[config.mk]
export PLATFORM = sky130hd
export DESIGN_NAME = skcc_regs
export DESIGN_NICKNAME = d
export VERILOG_FILES = /design/src/rtl/skcc_pkg.sv /design/src/rtl/skcc_regs.sv
export SDC_FILE = /design/constraint.sdc
export NUM_CORES = 1
export LEC_CHECK = 0
export BUFFER_PORTS_ARGS = -buffer_cell sky130_fd_sc_hd__buf_4
export CORE_ASPECT_RATIO = 1.75
export CORE_MARGIN = 2
export CORE_UTILIZATION = 48
export DETAILED_ROUTE_END_ITERATION = 8
export PLACE_DENSITY = 0.8
export REMOVE_ABC_BUFFERS = 1
export SLEW_MARGIN = 25
export SYNTH_ARGS = -nofsm -noshare
export SYNTH_HDL_FRONTEND = slang
export SYNTH_SLANG_ARGS = --single-unit
[constraint.sdc]
create_clock -name clk -period 2.73 [get_ports clk]
set_input_delay 0.273 -clock clk [delete_from_list [all_inputs] [get_ports clk]]
set_output_delay 0.273 -clock clk [all_outputs]
set_load 0.05 [all_outputs]
[src/rtl/skcc_pkg.sv]
// ----------------------------------------------------------------------------
// skcc_pkg
// Types, register codes and curve tables of the soft knee compressor curve.
// ----------------------------------------------------------------------------
package skcc_pkg;

  localparam int DB_FRAC_BITS = 8;
  localparam int LVL_W        = 16;
  localparam int GR_W         = 16;
  localparam int GRS_W        = 15;
  localparam int ADDR_W       = 5;
  localparam int DATA_W       = 32;

  localparam logic [13:0] LOG2_10_OVER_20_Q16 = 14'd10885;
  localparam logic [18:0] DB_PER_OCTAVE_Q16   = 19'd394566;
  localparam int          FLOOR_DB            = 120;
  localparam int          FLOOR_LVL           = -(FLOOR_DB << DB_FRAC_BITS);

  localparam logic [16:0] EXP_TAB [9] = '{
    17'd65536, 17'd60097, 17'd55109, 17'd50535, 17'd46341,
    17'd42495, 17'd38968, 17'd35734, 17'd32768
  };
  localparam logic [16:0] LOG_TAB [9] = '{
    17'd0,     17'd11136, 17'd21098, 17'd30109, 17'd38336,
    17'd45904, 17'd52911, 17'd59434, 17'd65536
  };

  typedef enum logic [2:0] {
    REG_THRESHOLD = 3'd0,
    REG_RATIO     = 3'd1,
    REG_KNEE      = 3'd2,
    REG_MAKEUP    = 3'd3,
    REG_TRIM      = 3'd4,
    REG_MIX       = 3'd5
  } reg_idx_t;

  typedef enum logic [1:0] {
    GR_ZERO = 2'd0,
    GR_HARD = 2'd1,
    GR_SOFT = 2'd2
  } gr_mode_t;

  typedef struct packed {
    logic signed [15:0] threshold_db;
    logic        [14:0] ratio;
    logic        [12:0] knee_db;
    logic signed [14:0] makeup_db;
    logic signed [13:0] output_trim_db;
    logic        [8:0]  mix;
  } cfg_t;

endpackage

[src/rtl/skcc_regs.sv]
// ----------------------------------------------------------------------------
// skcc_regs
// Configuration register file behind the APB-style port.
// ----------------------------------------------------------------------------
module skcc_regs import skcc_pkg::*; (
  input  logic              clk,
  input  logic              rst_n,
  input  logic              psel,
  input  logic              penable,
  input  logic              pwrite,
  input  logic [ADDR_W-1:0] paddr,
  input  logic [DATA_W-1:0] pwdata,
  output logic [DATA_W-1:0] prdata,
  output logic              pready,
  output cfg_t              cfg
);

  cfg_t     cfg_r;
  reg_idx_t idx;
  logic     wr_en;

  assign idx    = reg_idx_t'(paddr[4:2]);
  assign wr_en  = psel && penable && pwrite;
  assign pready = 1'b1;
  assign cfg    = cfg_r;

  always_ff @(posedge clk) begin
    if (!rst_n) begin
      cfg_r.threshold_db   <= -16'sd5120;
      cfg_r.ratio          <= 15'd1024;
      cfg_r.knee_db        <= 13'd1536;
      cfg_r.makeup_db      <= '0;
      cfg_r.output_trim_db <= '0;
      cfg_r.mix            <= 9'd256;
    end else if (wr_en) begin
      unique case (idx)
        REG_THRESHOLD: cfg_r.threshold_db   <= signed'(pwdata[15:0]);
        REG_RATIO:     cfg_r.ratio          <= pwdata[14:0];
        REG_KNEE:      cfg_r.knee_db        <= pwdata[12:0];
        REG_MAKEUP:    cfg_r.makeup_db      <= signed'(pwdata[14:0]);
        REG_TRIM:      cfg_r.output_trim_db <= signed'(pwdata[13:0]);
        REG_MIX:       cfg_r.mix            <= pwdata[8:0];
        default: ;
      endcase
    end
  end

  always_comb begin
    unique case (idx)
      REG_THRESHOLD: prdata = DATA_W'(cfg_r.threshold_db);
      REG_RATIO:     prdata = DATA_W'(cfg_r.ratio);
      REG_KNEE:      prdata = DATA_W'(cfg_r.knee_db);
      REG_MAKEUP:    prdata = DATA_W'(cfg_r.makeup_db);
      REG_TRIM:      prdata = DATA_W'(cfg_r.output_trim_db);
      REG_MIX:       prdata = DATA_W'(cfg_r.mix);
      default:       prdata = '0;
    endcase
  end

endmodule

==> flow_summary.yaml <==
global_routing:
  grt.total_usage: 0.2379
  globalRouteMet3Util: 0.05172
  grt_pass1_wl_um: 16220
  grt_pass1_vias: 3299
  grt_busiest_layer: "met2"
  gr-total-overflow: 0
  use_met1: 0.2617
  antenna_found_initial: 0
  grt_start_max_net_pins: 56
  met2_usage: 0.4236
flow_run:
  drv_cap: 0
sta:
  finalCritPeriodShare: 0.7898
  worst_pin_slew_ns: 0.8992
  fmax_mhz: 463.8
  hold_viol_final: 0
  relSlewSlack: 0.3999
  maxSlewViolCount: 0
  rsz0062_at_grt: "false"
  post-route-min-period_ns: 2.156
  setup_viol: 0
  finClkSkew_ns: 0
route:
  vias: 3464
  drt-total-wl_um: 10600
  drt-wirelength-per-cell_um: 17.21
  route.antenna.remaining_nets: 0
  drc_errors: 0
  drt-initial-drc-count: 203
  via_per_inst: 5.623
  firstDrtPassIters: 6
setup_path:
  cp_num_buf_inv: 2
  r2r_start: "cfg[8]$_SDFFE_PN1P_"
  cpLargestDelayFamily: "simple AND/OR/NAND/NOR gates"
  crit_start: "paddr[4]"
  crit_path_end_kind: "output port"
  arrival_ns: 1.88
  worstPathCellList: "buf_4 > nand2b_1 > nor2_1 > a311o_1 > buf_4"
  required_ns: 2.46
  cp-start-kind: "primary input"
  path_max_fanout: 30
  worstSetupPathType: "in -> out"
  cpMaxStageDelayCell: "nand2b_1"
  cpMostUsedCell: "buf_4"
  regToRegSetupSlack_ns: 1.95
  critPathMaxStageDelay_ns: 0.59
placement:
  place_congestion: 0.8163
  dp.cells: 600
  portBuffers: 137
  hpwl_um: 7526
finish:
  largest_reg_flops: 82
  syn2layout_area_growth_pct: 32.44
  fin_cells: 616
  antenna_cells: 0
  num-nets-final: 563
  drive_gt1_frac: 0.3403
  fin_util: 0.6523
clocking:
  cts_resized: 0
  numCtsBuffers: 9
  clkLatencyLatePin_ns: 0.35
  root_buffer: "clkbuf_16"
  clk_pin_slew_ns: 0.07
  cts_hold_buf: 0
  htree_levels: 3
  clockBufferDepth: 2
  cts.sinks: 82
  post_cts_buffers: 0
  cts_tree: "done"
logic_synthesis:
  syn_inst: 410
  yosysWarningCount: 0
  synth_area_mm2: 0.003869
  ys_seq_area_frac: 0.4243
  ys_ff_latch: 82
  ys_types: 31
  syn_area_per_cell_um2: 9.436
floorplan:
  rows: 43
  die_w_um: 71.87
  dieArea_mm2: 0.008822
  chipHeight_um: 122.8
  coreArea_mm2: 0.007855
  start_util: 0.4925
  ios: 157
hold_path:
  hp-class: "in -> reg"
  hp-start: "pwdata[13]"
power_and_ir_drop:
  power.density_mw_per_mm2: 534.6
  peakVddDrop_v: 0.0005411
  cellLeakagePower_nw: 2.212
  finalPower_w: 0.002739
run_status:
  outcome: "complete, no violations"
[layer usage]
| metal | vias up | part of all wire |
|---|---|---|
| met1 | 1676 | 0.36 |
| met4 | 0 | 0.031 |
| met2 | 134 | 0.54 |
| li1 | 1623 | - |
| met3 | 31 | 0.060 |
| met5 | - | 0 |
[logic make-up after synthesis]
family / share of synthesized area
AND/OR/NAND/NOR: 0.1255
buffers and inverters: 0.08312
multiplexers: 0.2746
AO/OA/AOI/OAI: 0.09153
other: 0.0009693
flip-flops: 0.4243
[cells in the mapped netlist]
cell type | count | area (um^2)
nand3b_1 | 1 | 7.510
mux2_2 | 9 | 101.4
nand4_2 | 1 | 12.51
o311ai_0 | 4 | 35.03
o21a_1 | 3 | 22.52
a311o_1 | 2 | 20.02
or2_1 | 2 | 12.51
o22a_1 | 2 | 17.52
buf_1 | 1 | 3.750
o22ai_1 | 5 | 31.28
inv_1 | 9 | 33.78
nor2_4 | 1 | 11.26
nand2b_1 | 3 | 18.77
nand3_1 | 3 | 15.01
buf_4 | 22 | 165.2
buf_2 | 8 | 40.04
mux2i_1 | 96 | 960.9
nor2_1 | 5 | 18.77
nand2_1 | 90 | 337.8
conb_1 | 1 | 3.750
a22oi_1 | 7 | 52.55
nor2b_1 | 1 | 6.260
o221ai_1 | 4 | 35.03
buf_6 | 2 | 22.52
o21ai_0 | 19 | 95.09
nand4b_1 | 3 | 26.28
a21boi_0 | 1 | 7.510
o211ai_1 | 5 | 37.54
dfxtp_1 | 82 | 1642
nor2_2 | 3 | 18.77
clkbuf_1 | 15 | 56.30
[layout by cell type, fill, tap and decap left out, drive strengths merged, types with 3 or more instances in the layout]
master	synthesis	final
nand4b	3	3
clkbuf	15	9
o221ai	4	4
o21a	3	3
dfxtp	82	82
inv	9	10
nand3	3	3
nor2	9	9
o311ai	4	4
nand2b	3	3
a22oi	7	7
o22ai	5	5
mux2	9	9
nand2	90	90
o21ai	19	19
mux2i	96	96
o211ai	5	5
clkinvlp	0	3
buf	33	148
[worst min-delay path, stage by stage]
cell and delay, ns:
buf_4 0.11, inv_1 0.04, o211ai_1 0.08
[path summary, 6_finish.rpt]
path         cells after the start                    to
max                              5             prdata[8]
min                              3  cfg[79]$_SDFFE_PN1P_
max reg2reg                      2   cfg[8]$_SDFFE_PN1P_
min reg2reg                      2  cfg[11]$_SDFFE_PN0P_
[cell type report]
type | count | area (um^2)
Clock buffer | 9 | 225.2
Clock inverter | 7 | 78.83
Fill cell | 631 | 2731
Inverter | 9 | 33.78
Multi-Input combinational cell | 271 | 1908
Sequential cell | 82 | 1642
Tap cell | 90 | 112.6
Timing Repair Buffer | 148 | 1124
[power by group]
| part | switching [W] | internal [W] | total (W) | leakage [nW] |
|---|---|---|---|---|
| Clock | 0.000503 | 0.000714 | 0.00122 | 0.138 |
| Combinational | 0.000214 | 0.0000949 | 0.000308 | 1.41 |
| Sequential | 0.00000845 | 0.00121 | 0.00121 | 0.661 |
| Total | 0.000725 | 0.00201 | 0.00274 | 2.21 |
[metrics by stage]
step           setup TNS [ns]  setup slack, ns  hold WS [ns]  area (um^2)
2_1_floorplan         -269.80           -15.87        0.3619         3581
3_3_place_gp                0           0.6105        0.4587         4820
3_5_place_dp                0           0.5384        0.4670         4820
4_1_cts                     0           0.5826        0.2157         5124
5_1_grt                     0           0.5231        0.2438         5124
6_report                    0           0.5740        0.2174         5124
(Power assumes the default switching activity.)
