<file path="src/rtl/skcc_pkg.sv">
// ----------------------------------------------------------------------------
// skcc_pkg
// Types, register codes and curve tables of the soft knee compressor curve.
// ----------------------------------------------------------------------------
package skcc_pkg;

  localparam int DB_FRAC_BITS = 8;
  localparam int LVL_W        = 16;
  localparam int GR_W         = 16;
  localparam int GRS_W        = 15;
  localparam int ADDR_W       = 5;
  localparam int DATA_W       = 32;

  localparam logic [13:0] LOG2_10_OVER_20_Q16 = 14'd10885;
  localparam logic [18:0] DB_PER_OCTAVE_Q16   = 19'd394566;
  localparam int          FLOOR_DB            = 120;
  localparam int          FLOOR_LVL           = -(FLOOR_DB << DB_FRAC_BITS);

  localparam logic [16:0] EXP_TAB [9] = '{
    17'd65536, 17'd60097, 17'd55109, 17'd50535, 17'd46341,
    17'd42495, 17'd38968, 17'd35734, 17'd32768
  };
  localparam logic [16:0] LOG_TAB [9] = '{
    17'd0,     17'd11136, 17'd21098, 17'd30109, 17'd38336,
    17'd45904, 17'd52911, 17'd59434, 17'd65536
  };

  typedef enum logic [2:0] {
    REG_THRESHOLD = 3'd0,
    REG_RATIO     = 3'd1,
    REG_KNEE      = 3'd2,
    REG_MAKEUP    = 3'd3,
    REG_TRIM      = 3'd4,
    REG_MIX       = 3'd5
  } reg_idx_t;

  typedef enum logic [1:0] {
    GR_ZERO = 2'd0,
    GR_HARD = 2'd1,
    GR_SOFT = 2'd2
  } gr_mode_t;

  typedef struct packed {
    logic signed [15:0] threshold_db;
    logic        [14:0] ratio;
    logic        [12:0] knee_db;
    logic signed [14:0] makeup_db;
    logic signed [13:0] output_trim_db;
    logic        [8:0]  mix;
  } cfg_t;

endpackage

</file>
<file path="src/rtl/skcc_mix.sv">
// ----------------------------------------------------------------------------
// skcc_mix
// Wet/dry levels, linear mix through exp/log tables, floor and saturation.
// ----------------------------------------------------------------------------
module skcc_mix import skcc_pkg::*; (
  input  logic                    clk,
  input  logic                    rst_n,
  input  logic                    ce,
  input  logic                    in_vld,
  input  logic signed [LVL_W-1:0] in_lvl,
  input  logic [GR_W-1:0]         in_gr,
  input  cfg_t                    cfg,
  output logic                    out_vld,
  output logic signed [LVL_W-1:0] out_lvl,
  output logic [GRS_W-1:0]        out_grs
);

  // stage 1: wet, dry, weights
  logic [8:0]         mw, md;
  logic signed [17:0] wet, dry, dwd, base_nxt;
  logic               wge;
  logic [16:0]        delta_nxt;
  logic [GRS_W-1:0]   grs_nxt;

  logic               m1_vld_r, m1_byp_r;
  logic [GRS_W-1:0]   m1_grs_r;
  logic signed [17:0] m1_base_r;
  logic [8:0]         m1_wh_r, m1_wl_r;
  logic [16:0]        m1_delta_r;

  assign mw        = (cfg.mix > 9'd256) ? 9'd256 : cfg.mix;
  assign md        = 9'd256 - mw;
  assign wet       = 18'(in_lvl) - signed'({2'b00, in_gr}) + 18'(cfg.makeup_db)
                     + 18'(cfg.output_trim_db);
  assign dry       = 18'(in_lvl) + 18'(cfg.output_trim_db);
  assign wge       = (wet >= dry);
  assign dwd       = wet - dry;
  assign delta_nxt = wge ? dwd[16:0] : 17'(-dwd);
  assign grs_nxt   = in_gr[GR_W-1] ? {GRS_W{1'b1}} : in_gr[GRS_W-1:0];

  always_comb begin
    if (md == '0) begin
      base_nxt = wet;
    end else if (mw == '0) begin
      base_nxt = dry;
    end else begin
      base_nxt = wge ? wet : dry;
    end
  end

  always_ff @(posedge clk) begin
    if (!rst_n) begin
      m1_vld_r <= 1'b0;
    end else if (ce) begin
      m1_vld_r <= in_vld;
    end
  end

  always_ff @(posedge clk) begin
    if (ce) begin
      m1_grs_r   <= grs_nxt;
      m1_base_r  <= base_nxt;
      m1_byp_r   <= (md == '0) || (mw == '0);
      m1_wh_r    <= wge ? mw : md;
      m1_wl_r    <= wge ? md : mw;
      m1_delta_r <= delta_nxt;
    end
  end

  // stage 2: exponent in log2 units
  logic [30:0] tp, tsum;

  logic               m2_vld_r, m2_byp_r;
  logic [GRS_W-1:0]   m2_grs_r;
  logic signed [17:0] m2_base_r;
  logic [8:0]         m2_wh_r, m2_wl_r;
  logic [21:0]        m2_t_r;

  assign tp   = 31'(m1_delta_r) * 31'(LOG2_10_OVER_20_Q16);
  assign tsum = tp + (31'(1) << (DB_FRAC_BITS - 1));

  always_ff @(posedge clk) begin
    if (!rst_n) begin
      m2_vld_r <= 1'b0;
    end else if (ce) begin
      m2_vld_r <= m1_vld_r;
    end
  end

  always_ff @(posedge clk) begin
    if (ce) begin
      m2_grs_r  <= m1_grs_r;
      m2_base_r <= m1_base_r;
      m2_byp_r  <= m1_byp_r;
      m2_wh_r   <= m1_wh_r;
      m2_wl_r   <= m1_wl_r;
      m2_t_r    <= 22'(tsum >> DB_FRAC_BITS);
    end
  end

  // stage 3: exp table interpolation product
  logic [3:0]  eidx;
  logic [16:0] ea, eb;
  logic [28:0] eprod;

  logic               m3_vld_r, m3_byp_r, m3_gz_r;
  logic [GRS_W-1:0]   m3_grs_r;
  logic signed [17:0] m3_base_r;
  logic [8:0]         m3_wh_r, m3_wl_r;
  logic [16:0]        m3_ea_r;
  logic [28:0]        m3_prod_r;
  logic [4:0]         m3_n_r;

  assign eidx  = {1'b0, m2_t_r[15:13]};
  assign ea    = EXP_TAB[eidx];
  assign eb    = EXP_TAB[eidx + 4'd1];
  assign eprod = 29'(ea - eb) * 29'(m2_t_r[12:0]);

  always_ff @(posedge clk) begin
    if (!rst_n) begin
      m3_vld_r <= 1'b0;
    end else if (ce) begin
      m3_vld_r <= m2_vld_r;
    end
  end

  always_ff @(posedge clk) begin
    if (ce) begin
      m3_grs_r  <= m2_grs_r;
      m3_base_r <= m2_base_r;
      m3_byp_r  <= m2_byp_r;
      m3_wh_r   <= m2_wh_r;
      m3_wl_r   <= m2_wl_r;
      m3_ea_r   <= ea;
      m3_prod_r <= eprod;
      m3_gz_r   <= (m2_t_r[21:16] > 6'd16);
      m3_n_r    <= m2_t_r[20:16];
    end
  end

  // stage 4: attenuation gain
  logic [29:0] ernd;
  logic [16:0] ev;

  logic               m4_vld_r, m4_byp_r;
  logic [GRS_W-1:0]   m4_grs_r;
  logic signed [17:0] m4_base_r;
  logic [8:0]         m4_wh_r, m4_wl_r;
  logic [16:0]        m4_g_r;

  assign ernd = 30'(m3_prod_r) + 30'd4096;
  assign ev   = m3_ea_r - 17'(ernd >> 13);

  always_ff @(posedge clk) begin
    if (!rst_n) begin
      m4_vld_r <= 1'b0;
    end else if (ce) begin
      m4_vld_r <= m3_vld_r;
    end
  end

  always_ff @(posedge clk) begin
    if (ce) begin
      m4_grs_r  <= m3_grs_r;
      m4_base_r <= m3_base_r;
      m4_byp_r  <= m3_byp_r;
      m4_wh_r   <= m3_wh_r;
      m4_wl_r   <= m3_wl_r;
      m4_g_r    <= m3_gz_r ? 17'd0 : (ev >> m3_n_r);
    end
  end

  // stage 5: linear sum
  logic [25:0] wlg;

  logic               m5_vld_r, m5_byp_r;
  logic [GRS_W-1:0]   m5_grs_r;
  logic signed [17:0] m5_base_r;
  logic [24:0]        m5_s_r;

  assign wlg = 26'(m4_wl_r) * 26'(m4_g_r);

  always_ff @(posedge clk) begin
    if (!rst_n) begin
      m5_vld_r <= 1'b0;
    end else if (ce) begin
      m5_vld_r <= m4_vld_r;
    end
  end

  always_ff @(posedge clk) begin
    if (ce) begin
      m5_grs_r  <= m4_grs_r;
      m5_base_r <= m4_base_r;
      m5_byp_r  <= m4_byp_r;
      m5_s_r    <= {m4_wh_r, 16'd0} + 25'(wlg);
    end
  end

  // stage 6: normalize
  logic [4:0]  pos;
  logic [24:0] un;

  logic               m6_vld_r, m6_byp_r;
  logic [GRS_W-1:0]   m6_grs_r;
  logic signed [17:0] m6_base_r;
  logic [4:0]         m6_p_r;
  logic [15:0]        m6_frac_r;

  always_comb begin
    pos = 5'd16;
    for (int i = 17; i < 25; i++) begin
      if (m5_s_r[i]) begin
        pos = 5'(i);
      end
    end
  end

  assign un = m5_s_r >> (pos - 5'd16);

  always_ff @(posedge clk) begin
    if (!rst_n) begin
      m6_vld_r <= 1'b0;
    end else if (ce) begin
      m6_vld_r <= m5_vld_r;
    end
  end

  always_ff @(posedge clk) begin
    if (ce) begin
      m6_grs_r  <= m5_grs_r;
      m6_base_r <= m5_base_r;
      m6_byp_r  <= m5_byp_r;
      m6_p_r    <= pos;
      m6_frac_r <= un[15:0];
    end
  end

  // stage 7: log table interpolation product
  logic [3:0]  lidx;
  logic [16:0] la, lb;
  logic [29:0] lprod;

  logic               m7_vld_r, m7_byp_r;
  logic [GRS_W-1:0]   m7_grs_r;
  logic signed [17:0] m7_base_r;
  logic [4:0]         m7_p_r;
  logic [16:0]        m7_la_r;
  logic [29:0]        m7_prod_r;

  assign lidx  = {1'b0, m6_frac_r[15:13]};
  assign la    = LOG_TAB[lidx];
  assign lb    = LOG_TAB[lidx + 4'd1];
  assign lprod = 30'(lb - la) * 30'(m6_frac_r[12:0]);

  always_ff @(posedge clk) begin
    if (!rst_n) begin
      m7_vld_r <= 1'b0;
    end else if (ce) begin
      m7_vld_r <= m6_vld_r;
    end
  end

  always_ff @(posedge clk) begin
    if (ce) begin
      m7_grs_r  <= m6_grs_r;
      m7_base_r <= m6_base_r;
      m7_byp_r  <= m6_byp_r;
      m7_p_r    <= m6_p_r;
      m7_la_r   <= la;
      m7_prod_r <= lprod;
    end
  end

  // stage 8: octaves below full scale
  logic [30:0]        lrnd;
  logic [17:0]        lg;
  logic signed [22:0] aw;

  logic               m8_vld_r, m8_byp_r;
  logic [GRS_W-1:0]   m8_grs_r;
  logic signed [17:0] m8_base_r;
  logic [19:0]        m8_a_r;

  assign lrnd = 31'(m7_prod_r) + 31'd4096;
  assign lg   = 18'(m7_la_r) + 18'(lrnd >> 13);
  assign aw   = (23'sd24 <<< 16) - signed'({m7_p_r, 16'd0} + 23'(lg));

  always_ff @(posedge clk) begin
    if (!rst_n) begin
      m8_vld_r <= 1'b0;
    end else if (ce) begin
      m8_vld_r <= m7_vld_r;
    end
  end

  always_ff @(posedge clk) begin
    if (ce) begin
      m8_grs_r  <= m7_grs_r;
      m8_base_r <= m7_base_r;
      m8_byp_r  <= m7_byp_r;
      m8_a_r    <= (aw < 23'sd0) ? 20'd0 : aw[19:0];
    end
  end

  // stage 9: scale to dB
  logic               m9_vld_r, m9_byp_r;
  logic [GRS_W-1:0]   m9_grs_r;
  logic signed [17:0] m9_base_r;
  logic [38:0]        m9_prod_r;

  always_ff @(posedge clk) begin
    if (!rst_n) begin
      m9_vld_r <= 1'b0;
    end else if (ce) begin
      m9_vld_r <= m8_vld_r;
    end
  end

  always_ff @(posedge clk) begin
    if (ce) begin
      m9_grs_r  <= m8_grs_r;
      m9_base_r <= m8_base_r;
      m9_byp_r  <= m8_byp_r;
      m9_prod_r <= 39'(m8_a_r) * 39'(DB_PER_OCTAVE_Q16);
    end
  end

  // stage 10: subtract, floor, saturate
  logic [39:0]        dsum;
  logic [15:0]        db;
  logic signed [18:0] res;
  logic signed [LVL_W-1:0] lvl_nxt;

  logic                    out_vld_r;
  logic signed [LVL_W-1:0] out_lvl_r;
  logic [GRS_W-1:0]        out_grs_r;

  assign dsum = 40'(m9_prod_r) + (40'(1) << (31 - DB_FRAC_BITS));
  assign db   = 16'(dsum >> (32 - DB_FRAC_BITS));
  assign res  = m9_byp_r ? 19'(m9_base_r) : (19'(m9_base_r) - signed'({3'b000, db}));

  always_comb begin
    if (res < 19'(FLOOR_LVL)) begin
      lvl_nxt = LVL_W'(FLOOR_LVL);
    end else if (res > 19'sd32767) begin
      lvl_nxt = 16'sd32767;
    end else begin
      lvl_nxt = res[LVL_W-1:0];
    end
  end

  always_ff @(posedge clk) begin
    if (!rst_n) begin
      out_vld_r <= 1'b0;
    end else if (ce) begin
      out_vld_r <= m9_vld_r;
    end
  end

  always_ff @(posedge clk) begin
    if (ce) begin
      out_lvl_r <= lvl_nxt;
      out_grs_r <= m9_grs_r;
    end
  end

  assign out_vld = out_vld_r;
  assign out_lvl = out_lvl_r;
  assign out_grs = out_grs_r;

endmodule

</file>
<file path="config.mk">
export PLATFORM = sky130hd
export DESIGN_NAME = skcc_mix
export DESIGN_NICKNAME = d
export VERILOG_FILES = /design/src/rtl/skcc_pkg.sv /design/src/rtl/skcc_mix.sv
export SDC_FILE = /design/constraint.sdc
export NUM_CORES = 2
export LEC_CHECK = 0
export ABC_AREA = 1
export BUFFER_PORTS_ARGS = -buffer_cell sky130_fd_sc_hd__clkbuf_2
export CELL_PAD_IN_SITES_DETAIL_PLACEMENT = 1
export CELL_PAD_IN_SITES_GLOBAL_PLACEMENT = 2
export CORE_ASPECT_RATIO = 1.5
export CORE_MARGIN = 2
export CORE_UTILIZATION = 45
export DETAILED_ROUTE_END_ITERATION = 6
export PLACE_DENSITY_LB_ADDON = 0.3
export REMOVE_ABC_BUFFERS = 1
export SYNTH_ARGS = -nofsm -noshare
export SYNTH_HDL_FRONTEND = slang
export SYNTH_SLANG_ARGS = --single-unit
</file>
<file path="constraint.sdc">
create_clock -name clk -period 18.9 [get_ports clk]
set_input_delay 1.89 -clock clk [delete_from_list [all_inputs] [get_ports clk]]
set_output_delay 1.89 -clock clk [all_outputs]
set_load 0.005 [all_outputs]
</file>
==> out/metrics.yaml <==
ys_types: 68
drv_slew: 0
post-route-util_pct: 49.0
htree_levels: 3
gp_congestion: 0.902
core_area_sq_um: 135000
first_iter_violations: 1744
crit_buf_inv: 7
finalHoldViolCount: 0
synthSimpleGateAreaFrac_pct: 14.7
crit_fanout: 8
drive_gt1_share_pct: 4.56
numCtsBuffers: 68
totalWireLength_mm: 166
clk_latency_ps: 690
grt_pass1_wl_mm: 266
finalSetupTns_ps: 0
fin_crit_sh_pct: 51.7
pre_cts_slack_ps: 9130
ys.flop_type: "edfxtp_1"
cts_sinks: 626
hold_class: "reg -> reg"
status: "finished clean"
seq_area_frac_synth_pct: 30.5
area_delta_synth_final_pct: 7.88
required_ps: 19310
holdPathStages: 0
cts_tree: "done"
timing.fmax_mhz: 102
grtUsageTotal_pct: 24.3
cts_resized: 0
ioPinCount: 150
vias_per_cell: 5.18
netlist_instances: 6630
root_buffer: "clkbuf_16"
yosys-mux-area-fraction_pct: 0.0490
drv_cap: 0
end_kind: "flop"
grt_max_degree: 209
grt_remaining_overflow: 0
cp.arrival_ps: 10170
avgSynthCellArea_sq_um: 9.25
synth_top_family_by_area: "adder cells"
portBuffers: 105
wl_per_cell_um: 19.4
dieHeight_um: 456
dp.final_hpwl_mm: 139
setup_viol: 0
synthXorXnorAreaFrac_pct: 3.99
cp_slowest_stage_delay_ps: 640
critPathMostFrequentCell: "nand2_1"
rows: 165
cp-start-kind: "flop"
post_cts_hold_buffer_count: 0
cts_buffer_depth: 3
nets: 8147
postRouteAntennaNets: 0
clock_skew_ps: 23.8
cp_top_family: "adder cells"
stdcell_count: 8516
ys_ff_latch: 626
worstRegToRegCells: 39
drc: 0
cts_setup_buffers: 0
via_count: 44200
synth_edf_count: 616
yosys_warnings: 0
initial_core_util_pct: 45.4
synthesis.area_sq_um: 61300
rsz0062_at_grt: "false"
setup_slack_ps: 9140
cts.reportedPaths.clkPinSlew_ps: 60
grt_pass1_vias: 50100
die_area_sq_um: 139000
first_pass_iters: 5
dp.cells: 8394
synthAdderAreaFrac_pct: 35.2
worstMarginPinSlew_ps: 1110
slowest_stage: "edfxtp_1"
antenna_found_initial: 5
period_minus_slack_ps: 9760
relSlewSlack_pct: 26.2
die_x_um: 305
synthArstFlopShare_pct: 0
synth_compound_area_share_pct: 6.10
path_depth: 39
crit_type: "reg -> reg"
-- through the flow --
step                area (sq um)  hold slack, ps
floorplan                  60900             400
global placement           63800             400
detailed placement         63800             405
CTS                        66200             402
global route               66200             412
finish                     66200             401
-- sequential cells by signal (all words and copies together), names as in the netlist, 18 cells and up --
name / flops
m5_s_r: 25
m2_t_r: 22
m8_a_r: 20
m1_base_r: 18
m2_base_r: 18
m3_base_r: 18
m4_base_r: 18
m5_base_r: 18
m6_base_r: 18
m7_base_r: 18
m7_prod_r: 18
m8_base_r: 18
m9_base_r: 18
-- routing by layer --
| metal | GRT usage, % | part of all wire, % | vias to the layer above |
|---|---|---|---|
| met5 | 0 | 0.0079 | - |
| met2 | 48.3 | 56 | 533 |
| met3 | 1.87 | 1.8 | 299 |
| li1 | - | - | 21100 |
| met1 | 25.9 | 37 | 22200 |
| met4 | 10.5 | 4.5 | 2 |
-- synth_stat cells, drive strengths merged, types with 12 or more instances --
cell type / n / area (sq um)
o21a: 16 / 120
inv: 1421 / 5340
nor2: 527 / 1980
o211ai: 22 / 170
a21o: 24 / 180
o21bai: 22 / 169
buf: 17 / 90.1
clkbuf: 98 / 368
nand2: 1263 / 4770
fa: 679 / 13600
nor3: 41 / 226
nand4: 43 / 269
ha: 639 / 8000
nor4: 14 / 87.6
xnor2: 96 / 848
or2: 27 / 169
xor2: 177 / 1600
nand3b: 28 / 210
a21oi: 297 / 1490
o21ai: 236 / 1180
nand3: 245 / 1250
a31oi: 12 / 75.1
edfxtp: 616 / 18500
-- cell usage in the layout, fill, tap and decap left out, drive strengths merged, types with 27 or more instances in the layout --
| cell type | instances |
|---|---|
| nand3b | 28 |
| xor2 | 177 |
| nand2 | 1263 |
| nor2 | 527 |
| a21oi | 297 |
| nand3 | 245 |
| edfxtp | 616 |
| nand4 | 43 |
| clkinv | 32 |
| xnor2 | 96 |
| or2 | 27 |
| inv | 1427 |
| ha | 639 |
| clkbuf | 180 |
| fa | 679 |
| o21ai | 236 |
| nor3 | 41 |
-- cells by family after synthesis --
family | Yosys count
AOI/OAI and AO/OA | 672
xor gates and xnor gates | 273
adders and majority gates | 1318
buffers and inverters | 1543
DFF | 626
muxes | 3
and+or+nand+nor | 2195
-- area by class of cell --
| type | count | area, sq um |
|---|---|---|
| diodes | 2 | 5.00 |
| clock buffers | 76 | 1750 |
| clock inverters | 44 | 633 |
| fillers | 15700 | 68800 |
| inverters | 1428 | 5360 |
| multi-input cells | 4461 | 36800 |
| flip-flops and latches | 626 | 18700 |
| well taps | 1753 | 2190 |
| repair buffers | 126 | 706 |
-- path summary, 6_finish.rpt --
check | startpoint | endpoint | slack (ps)
worst max-delay path | m2_t_r[14] | m3_prod_r[28] | 9140
worst min-delay path | m2_grs_r[1] | m3_grs_r[1] | 400
worst max register to register | m2_t_r[14] | m3_prod_r[28] | 9140
worst min register to register | m2_grs_r[1] | m3_grs_r[1] | 400
Power is not shown: default switching activity piles up to over one toggle a cycle in this logic, so the estimate is an artifact.
